File: src/rtl/aluf_pkg.sv
`default_nettype none
// ----------------------------------------------------------------------------
// aluf_pkg: shared types and constants
// Request and result payloads, request and status codes, controller state
// and the command/status bundles between controller and datapath.
// ----------------------------------------------------------------------------
package aluf_pkg;

	localparam int MAX_ENTRIES = 64;
	localparam int IDX_W       = $clog2(MAX_ENTRIES);
	localparam int CNT_W       = $clog2(MAX_ENTRIES + 1);

	typedef enum logic [1:0] {
		REQ_APPEND = 2'd0,
		REQ_LIST   = 2'd1,
		REQ_UNIQUE = 2'd2
	} req_kind_t;

	typedef enum logic [2:0] {
		ST_LISTED    = 3'd0,
		ST_APPENDED  = 3'd1,
		ST_FULL      = 3'd2,
		ST_EMPTY     = 3'd3,
		ST_NO_UNIQUE = 3'd4
	} status_t;

	typedef enum logic [1:0] {
		S_IDLE,
		S_SWEEP,
		S_FINISH
	} state_t;

	typedef struct packed {
		logic [1:0]         req_type;
		logic signed [15:0] value;
	} aluf_req_t;

	typedef struct packed {
		logic signed [15:0] item;
		logic [2:0]         status;
		logic               last;
	} aluf_res_t;

	typedef struct packed {
		logic    take;
		logic    sweep_start;
		logic    imm_emit;
		status_t imm_status;
		logic    finish;
	} aluf_cmd_t;

	typedef struct packed {
		logic empty;
		logic full;
		logic out_busy;
		logic out_free;
		logic sweep_done;
	} aluf_stat_t;

endpackage
`default_nettype wire

File: src/rtl/aluf_ctrl.sv
`default_nettype none
// ----------------------------------------------------------------------------
// aluf_ctrl: request sequencer
// Accepts requests, issues immediate results, starts store sweeps and
// triggers the closing step of each request.
// ----------------------------------------------------------------------------
module aluf_ctrl
	import aluf_pkg::*;
(
	input  wire logic       clk,
	input  wire logic       arst_n,
	input  wire logic       req_valid,
	input  wire logic [1:0] req_type,
	output logic            req_stall,
	input  wire aluf_stat_t stat,
	output aluf_cmd_t       cmd
);

	state_t state_q;
	state_t state_d;
	logic   accept;

	assign req_stall = (state_q != S_IDLE) || stat.out_busy;
	assign accept    = req_valid && !req_stall;

	always_comb begin
		state_d = state_q;
		unique case (state_q)
			S_IDLE: begin
				if (accept) begin
					case (req_type) inside
						REQ_APPEND: begin
							if (!stat.full) begin
								state_d = stat.empty ? S_FINISH : S_SWEEP;
							end
						end
						REQ_LIST, REQ_UNIQUE: begin
							if (!stat.empty) begin
								state_d = S_SWEEP;
							end
						end
						default: ;
					endcase
				end
			end
			S_SWEEP: begin
				if (stat.sweep_done) begin
					state_d = S_FINISH;
				end
			end
			S_FINISH: begin
				if (stat.out_free) begin
					state_d = S_IDLE;
				end
			end
			default: state_d = S_IDLE;
		endcase
	end

	always_comb begin
		cmd = '0;
		cmd.imm_status = ST_LISTED;
		unique case (state_q)
			S_IDLE: begin
				if (accept) begin
					cmd.take = 1'b1;
					case (req_type) inside
						REQ_APPEND: begin
							if (stat.full) begin
								cmd.imm_emit   = 1'b1;
								cmd.imm_status = ST_FULL;
							end else if (!stat.empty) begin
								cmd.sweep_start = 1'b1;
							end
						end
						REQ_LIST, REQ_UNIQUE: begin
							if (stat.empty) begin
								cmd.imm_emit   = 1'b1;
								cmd.imm_status = ST_EMPTY;
							end else begin
								cmd.sweep_start = 1'b1;
							end
						end
						default: ;
					endcase
				end
			end
			S_SWEEP: ;
			S_FINISH: cmd.finish = stat.out_free;
			default: ;
		endcase
	end

	always_ff @(posedge clk or negedge arst_n) begin
		if (!arst_n) begin
			state_q <= S_IDLE;
		end else begin
			state_q <= state_d;
		end
	end

endmodule
`default_nettype wire

File: src/rtl/aluf_dpath.sv
`default_nettype none
// ----------------------------------------------------------------------------
// aluf_dpath: store and sweep datapath
// Value memory with one read port, duplicate flags, sweep read pipeline,
// held candidate for the last-mark and the result register.
// ----------------------------------------------------------------------------
module aluf_dpath
	import aluf_pkg::*;
(
	input  wire logic      clk,
	input  wire logic      arst_n,
	input  wire aluf_req_t req,
	input  wire aluf_cmd_t cmd,
	output aluf_stat_t     stat,
	output logic           res_valid,
	input  wire logic      res_stall,
	output aluf_res_t      res
);

	logic [15:0]            mem_q [MAX_ENTRIES];
	logic [MAX_ENTRIES-1:0] dup_q;
	logic [CNT_W-1:0]       fill_q;
	logic [CNT_W-1:0]       iss_idx_q;
	logic                   sweep_q;
	logic                   pend_s1;
	logic [IDX_W-1:0]       idx_s1;
	logic [15:0]            rdata_s1;
	logic                   dup_s1;
	logic                   match_q;
	logic                   cand_val_q;
	logic [15:0]            cand_q;
	req_kind_t              req_q;
	logic [15:0]            val_q;
	logic                   out_valid_q;
	aluf_res_t              out_q;

	logic      is_append;
	logic      keep;
	logic      out_free;
	logic      consume;
	logic      iss_more;
	logic      issue;
	logic      hit;
	logic      out_load;
	aluf_res_t out_d;

	assign is_append = (req_q == REQ_APPEND);
	assign keep      = (req_q == REQ_LIST) || !dup_s1;
	assign out_free  = !out_valid_q || !res_stall;
	// drop or buffer a read entry; an emit of the held candidate needs a free slot
	assign consume   = pend_s1 && (is_append || !keep || !cand_val_q || out_free);
	assign iss_more  = (iss_idx_q < fill_q);
	assign issue     = sweep_q && iss_more && (!pend_s1 || consume);
	assign hit       = (rdata_s1 == val_q);

	always_comb begin
		out_load    = 1'b0;
		out_d.item  = '0;
		out_d.status = ST_LISTED;
		out_d.last  = 1'b1;
		if (cmd.imm_emit) begin
			out_load     = 1'b1;
			out_d.status = cmd.imm_status;
		end else if (cmd.finish) begin
			out_load = 1'b1;
			if (is_append) begin
				out_d.status = ST_APPENDED;
			end else if (cand_val_q) begin
				out_d.item = cand_q;
			end else begin
				out_d.status = ST_NO_UNIQUE;
			end
		end else if (pend_s1 && !is_append && keep && cand_val_q && out_free) begin
			out_load   = 1'b1;
			out_d.item = cand_q;
			out_d.last = 1'b0;
		end
	end

	always_comb begin
		stat.empty      = (fill_q == '0);
		stat.full       = (fill_q == CNT_W'(MAX_ENTRIES));
		stat.out_busy   = out_valid_q;
		stat.out_free   = out_free;
		stat.sweep_done = sweep_q && !iss_more && !pend_s1;
	end

	// memory: one write, one registered read
	always_ff @(posedge clk) begin
		if (cmd.finish && is_append) begin
			mem_q[fill_q[IDX_W-1:0]] <= val_q;
		end
		if (issue) begin
			rdata_s1 <= mem_q[iss_idx_q[IDX_W-1:0]];
		end
	end

	always_ff @(posedge clk or negedge arst_n) begin
		if (!arst_n) begin
			fill_q      <= '0;
			iss_idx_q   <= '0;
			sweep_q     <= 1'b0;
			pend_s1     <= 1'b0;
			match_q     <= 1'b0;
			cand_val_q  <= 1'b0;
			out_valid_q <= 1'b0;
		end else begin
			if (cmd.sweep_start) begin
				iss_idx_q <= '0;
				sweep_q   <= 1'b1;
			end else begin
				if (issue) begin
					iss_idx_q <= iss_idx_q + CNT_W'(1);
				end
				if (stat.sweep_done) begin
					sweep_q <= 1'b0;
				end
			end
			if (issue) begin
				pend_s1 <= 1'b1;
			end else if (consume) begin
				pend_s1 <= 1'b0;
			end
			if (consume && is_append && hit) begin
				match_q <= 1'b1;
			end
			if (consume && !is_append && keep) begin
				cand_val_q <= 1'b1;
			end
			if (cmd.finish) begin
				cand_val_q <= 1'b0;
				if (is_append) begin
					fill_q  <= fill_q + CNT_W'(1);
					match_q <= 1'b0;
				end
			end
			if (out_load) begin
				out_valid_q <= 1'b1;
			end else if (!res_stall) begin
				out_valid_q <= 1'b0;
			end
		end
	end

	always_ff @(posedge clk) begin
		if (cmd.take) begin
			req_q <= req_kind_t'(req.req_type);
			val_q <= req.value;
		end
		// the duplicate flag travels with the read value
		if (issue) begin
			idx_s1 <= iss_idx_q[IDX_W-1:0];
			dup_s1 <= dup_q[iss_idx_q[IDX_W-1:0]];
		end
		// both copies of a repeated value get marked
		if (consume && is_append && hit) begin
			dup_q[idx_s1] <= 1'b1;
		end
		if (cmd.finish && is_append) begin
			dup_q[fill_q[IDX_W-1:0]] <= match_q;
		end
		if (consume && !is_append && keep) begin
			cand_q <= rdata_s1;
		end
		if (out_load) begin
			out_q <= out_d;
		end
	end

	assign res_valid = out_valid_q;
	assign res       = out_q;

endmodule
`default_nettype wire

File: src/rtl/append_list_unique_filter.sv
`default_nettype none
// ----------------------------------------------------------------------------
// append_list_unique_filter: ordered value store with list and unique filter
// Appends signed 16-bit values to a bounded store, lists all of them, or
// lists only the values that occur exactly once, in insertion order.
// ----------------------------------------------------------------------------
//
//  channel  | signals                 | moves
//  ---------+-------------------------+------------------------------------
//  request  | req_valid, req_stall    | req_type, value (one transfer each)
//  result   | res_valid, res_stall    | item, status, last
//
//  An append to a full store or a list or unique request on an empty one
//  answers in the cycle after the transfer, an append to an empty store
//  after a pass through the finish state; any other append, list or unique
//  request sweeps the n stored values through the single read port of the
//  value memory, one listed value per cycle while the result side does not
//  stall. Reset clears the fill count and all control; stored values need none.
//  A stall on the result side holds the sweep; a new request waits until
//  the previous request's final result has been taken.
//
module append_list_unique_filter
	import aluf_pkg::*;
(
	input  wire logic      clk,
	input  wire logic      arst_n,
	input  wire logic      req_valid,
	output logic           req_stall,
	input  wire aluf_req_t req,
	output logic           res_valid,
	input  wire logic      res_stall,
	output aluf_res_t      res
);

	aluf_cmd_t  cmd;
	aluf_stat_t stat;

	// sequencer: decide per request between an immediate answer and a sweep
	aluf_ctrl u_ctrl (
		.clk       (clk),
		.arst_n    (arst_n),
		.req_valid (req_valid),
		.req_type  (req.req_type),
		.req_stall (req_stall),
		.stat      (stat),
		.cmd       (cmd)
	);

	// datapath: store, duplicate flags, sweep pipeline and result register;
	// each listed value is held until the next one is found so that the
	// final one can carry last
	aluf_dpath u_dpath (
		.clk       (clk),
		.arst_n    (arst_n),
		.req       (req),
		.cmd       (cmd),
		.stat      (stat),
		.res_valid (res_valid),
		.res_stall (res_stall),
		.res       (res)
	);

`ifndef SYNTHESIS
	// accept a request only with the result side drained
	a_accept_drained: assert property (@(posedge clk) disable iff (!arst_n)
		(req_valid && !req_stall) |-> !res_valid)
		else $error("request accepted while a result is pending");

	// every status result closes its request
	a_status_last: assert property (@(posedge clk) disable iff (!arst_n)
		(res_valid && (res.status != ST_LISTED)) |-> res.last)
		else $error("status result without last");

	// status results carry a zero item
	a_status_item: assert property (@(posedge clk) disable iff (!arst_n)
		(res_valid && (res.status != ST_LISTED)) |-> (res.item == 16'sd0))
		else $error("status result with nonzero item");
`endif

endmodule
`default_nettype wire

File: config.mk
export PLATFORM = sky130hd
export DESIGN_NAME = append_list_unique_filter
export DESIGN_NICKNAME = d
export VERILOG_FILES = /design/src/rtl/aluf_pkg.sv /design/src/rtl/aluf_ctrl.sv /design/src/rtl/aluf_dpath.sv /design/src/rtl/append_list_unique_filter.sv
export SDC_FILE = /design/constraint.sdc
export NUM_CORES = 1
export LEC_CHECK = 0
export BUFFER_PORTS_ARGS = -buffer_cell sky130_fd_sc_hd__buf_2
export CORE_MARGIN = 1
export CORE_UTILIZATION = 30
export DETAILED_ROUTE_END_ITERATION = 7
export GPL_ROUTABILITY_DRIVEN = 0
export PLACE_DENSITY = 0.43
export SETUP_SLACK_MARGIN = 0.02
export SLEW_MARGIN = 5
export SYNTH_ARGS = -nofsm -noshare
export SYNTH_HDL_FRONTEND = slang
export SYNTH_SLANG_ARGS = --single-unit
File: constraint.sdc
create_clock -name clk -period 5 [get_ports clk]
set_input_delay 0.25 -clock clk [delete_from_list [all_inputs] [get_ports clk]]
set_output_delay 0.25 -clock clk [all_outputs]
set_load 0.02 [all_outputs]
==> metrics.md <==
| Metric | Value |
|---|---|
| GRT Total Usage | 0.1752 |
| Cell Area, Synth | roughly 46,000 um^2 |
| CP max FO | 23 |
| Pin count of the biggest net entering global routing | 88 |
| Antenna Nets Post-Route | 0 |
| Initial Util | 0.3038 |
| Hold depth | 3 |
| Status | complete, no violations |
| Clock power frac | 0.330 |
| Drt total wl | about 140,000 um |
| Slew margin rel. | 0.2307 |
| Most used DFF post-synth | edfxtp_1 |
| Nets | 2,615 |
| #FFs+latches synth | 1,186 |
| Warnings, synthesis | 0 |
| Power consumption | 29,000 uW |
| Fin cells | about 4,700 |
| Die Ht | 395.4 um |
| RSZ-0062 raised after global routing | false |
| Minimum clock period | about 3.9 ns |
| Number of buffers added on ports | 43 |
| Worst Skew | 0.02645 ns |
| Total die area | 156,300 um^2 |
| Max-cap violations | 0 |
| R2R cell count | 6 |
| 1st-pass router iterations | 5 |
| Number of flops mapped to enable cells by yosys | roughly 1,100 |
| R2R Setup Slk | 1.07 ns |
| I/O pin total | 44 |
| Post-synthesis sequential area ratio | 0.7512 |
| CTS tree | yes |
| Drt wl/cell | slightly below 30 um |
| Leakage power | 0.01753 uW |
| WS Path Type | reg -> reg |
| Setup ws final | 1.068 ns |
| P_sw | 9176 uW |
| Gate Count Post-Synth | 2,368 |
| CP arrival | 4.45 ns |
| Final setup fails | 0 |
| Sequential share of power | 0.417 |
| Vias | approximately 24,000 |
| Crit path capture type | flop |
| Worst hold start | req_valid |
| FF-to-FF Start | u_dpath.iss_idx_q[2] |
| Tcrit/Tclk final | 0.7863 |
| Share of layout cells above drive strength 1 | 0.2359 |
| Post-synth ARST share | 0.01771 |
| Worst Path Required | 5.52 ns |
| Syn Nets | around 2,400 |
| Post-route setup TNS | 0 ns |
| Clk root buf | clkbuf_16 |
| Worst setup SP type | flop |
| Initial DRC Count | 2,317 |
| CORE AREA | 152,800 um^2 |
| First-pass GRT wire length | 191,700 um |
| Average size of a mapped cell | 19.60 um^2 |
| Hold Crit Class | in -> reg |
| Grt ovf | 0 |
| Initial antenna violation count | 10 |
| R2r endpoint | u_dpath.rdata_s1[12] |
| Post-CTS sizing | 0 |
| PwrDens | ~540 nW/um^2 |
| Row count | 143 |
| Htree depth | 4 |
| Routed vias/inst | 5.123 |
| # clock sinks | 1,186 |
| Max Clock Freq | around 250 MHz |
| Actual slew at the worst max-slew pin | 1.153 ns |
| Drt drc | 0 |
| Final Slew Violations | 0 |
| Switching share of power | 0.3164 |
| Post-synth cell types | 63 |
| Comb power frac | 0.253 |
| Peak supply drop | ~380 uV |
| Int Pwr | roughly 20,000 uW |
| Layout area overhead | 16.71% |
| Clock-pin slew on the worst setup and hold paths | 0.06 ns |
| Hold Crit Endpoint | u_dpath.req_q[1] |
| Pre-CTS setup slack | between 1 and 1.5 ns |
| Filler cells | 14,290 |
| Post-DP HPWL | 85,550 um |
| Placed cell area | 49,700 um^2 |
| Placed cells | between 4,000 and 5,000 |
| Die W | slightly below 400 um |
| Clock Latency Late Sink | 0.77 ns |
| Bufs on Longest Clock Path | 3 |
| Design Area, Final | 54,180 um^2 |
| Final hold violations | 0 |
| Vias in the first global route | 24,320 |
| CTS Buf Count | 137 |
[layer usage]
metal	global-route usage	vias to the layer above	wire, um
met1	0.2536	13000	63050
met3	0.03468	174	8971
li1	-	10150	-
met4	0.04875	4	3069
met2	0.2669	820	62390
met5	0	-	27
[worst max-delay path, stage by stage (launching register included)]
cell      delay, ns
dfrtp_4        0.81
nand2b_1       0.93
nor2_1         0.37
buf_4          0.33
a22oi_1        0.43
nand3_1        0.48
a21o_1         0.31
[flip-flops by register name, indices dropped and copies added (netlist names)]
name,cells
u_dpath.res_valid,1
u_dpath.res,20
u_dpath.req_q,2
u_dpath.cand_q,16
u_dpath.rdata_s1,16
u_dpath.cand_val_q,1
u_dpath.iss_idx_q,7
u_dpath.idx_s1,6
u_ctrl.state_q,2
u_dpath.match_q,1
u_dpath.mem_q,1024
u_dpath.dup_q,64
u_dpath.val_q,16
u_dpath.pend_s1,1
u_dpath.dup_s1,1
u_dpath.sweep_q,1
u_dpath.fill_q,7
[synthesized netlist by cell type (8+ instances only)]
cell type  count  share of area
mux2_1        17         0.0041
a22oi_1       55         0.0089
buf_2         27         0.0029
nor2_1       100         0.0081
o221ai_1      10         0.0019
mux2_2         8         0.0019
xnor2_1        8         0.0015
a21o_1        12         0.0019
o22ai_1       32         0.0043
a221oi_1      12         0.0023
or3_1         14         0.0019
o211ai_1       9         0.0015
edfxtp_1    1101           0.71
o2111ai_1     10         0.0019
o21bai_1      25         0.0040
dfrtp_1       21          0.011
inv_1         15         0.0012
mux4_2       218           0.11
nor2b_1       11         0.0015
clkbuf_1      65         0.0053
a31oi_1       10         0.0013
ha_1          10         0.0027
nand2_1       61         0.0049
a21oi_1       64         0.0069
buf_4         12         0.0019
mux2i_1      185          0.040
dfxtp_1       64          0.028
buf_6         14         0.0034
xor2_1        15         0.0028
o21ai_0        8        0.00086
nand3_1       49         0.0053
and2_1        21         0.0028
[cells in the final DEF (no fill, tap or decap), drive strengths merged, types with 25 or more instances in the layout]
| cell type | netlist | layout |
|---|---|---|
| o21bai | 25 | 25 |
| nor2 | 100 | 100 |
| buf | 57 | 177 |
| nand3 | 49 | 49 |
| o22ai | 32 | 32 |
| mux2i | 185 | 185 |
| clkbuf | 65 | 171 |
| clkinv | 1 | 46 |
| nand2 | 61 | 61 |
| dfxtp | 64 | 64 |
| edfxtp | 1101 | 1101 |
| a22oi | 55 | 55 |
| a21oi | 64 | 64 |
| mux2 | 25 | 25 |
| mux4 | 220 | 220 |
[cells by family (layout without fill, tap and decap cells)]
kind of cell | after synthesis | after routing | share of synthesized area
compound gates | 269 | 269 | 0.03962
xor+xnor | 23 | 23 | 0.004340
fa+ha+maj | 10 | 10 | 0.002695
buf+inv | 139 | 454 | 0.01544
flops | 1186 | 1186 | 0.7512
mux | 430 | 430 | 0.1529
other cells | 0 | 2 | 0
simple gates | 311 | 311 | 0.03388
[power by group through the flow]
stage	Sequential, uW	Clock, uW	Combinational, uW
detailed placement	12300	0	7460
floorplan	11900	0	4810
CTS	12100	9820	7500
finish	12100	9560	7350
global route	12100	10200	7780
global placement	12300	0	7470
[worst max-delay path by stage]
stage | to | cells past startpoint | startpoint
2_1_floorplan | u_dpath.res[0] | 5 | u_dpath.res_valid
3_3_place_gp | u_dpath.rdata_s1[12] | 6 | u_dpath.iss_idx_q[2]
3_5_place_dp | u_dpath.rdata_s1[12] | 6 | u_dpath.iss_idx_q[2]
4_1_cts | u_dpath.rdata_s1[12] | 6 | u_dpath.iss_idx_q[2]
5_1_grt | u_dpath.mem_q[1][8] | 7 | u_dpath.req_q[1]
6_report | u_dpath.rdata_s1[12] | 6 | u_dpath.iss_idx_q[2]
[cell type report]
class / instances / area, um^2 / area share
Clock buffer: 171 / 3662 / 0.06760
Inverter: 17 / 63.81 / 0.001178
Clock inverter: 68 / 598.1 / 0.01104
Sequential cell: 1186 / 34880 / 0.6438
Timing Repair Buffer: 198 / 1519 / 0.02804
Tap cell: 2030 / 2540 / 0.04688
Antenna cell: 2 / 5.005 / 0.00009238
Multi-Input combinational cell: 1043 / 10910 / 0.2014
[timing repair]
item                                   4_1_cts  5_1_grt
buffers inserted                             0        0
setup endpoints to repair                    0        0
endpoints found under the hold margin       41        0
hold buffers                                21        0
[stage by stage]
| step | utilization | hold slack, ns |
|---|---|---|
| global route | 0.3545 | 0.1357 |
| floorplan | - | -0.04559 |
| CTS | 0.3545 | 0.09682 |
| detailed placement | 0.3253 | 0.2622 |
| global placement | 0.3253 | 0.2600 |
| finish | 0.3546 | 0.1475 |
Note: power is estimated with default switching activity, not from simulation.
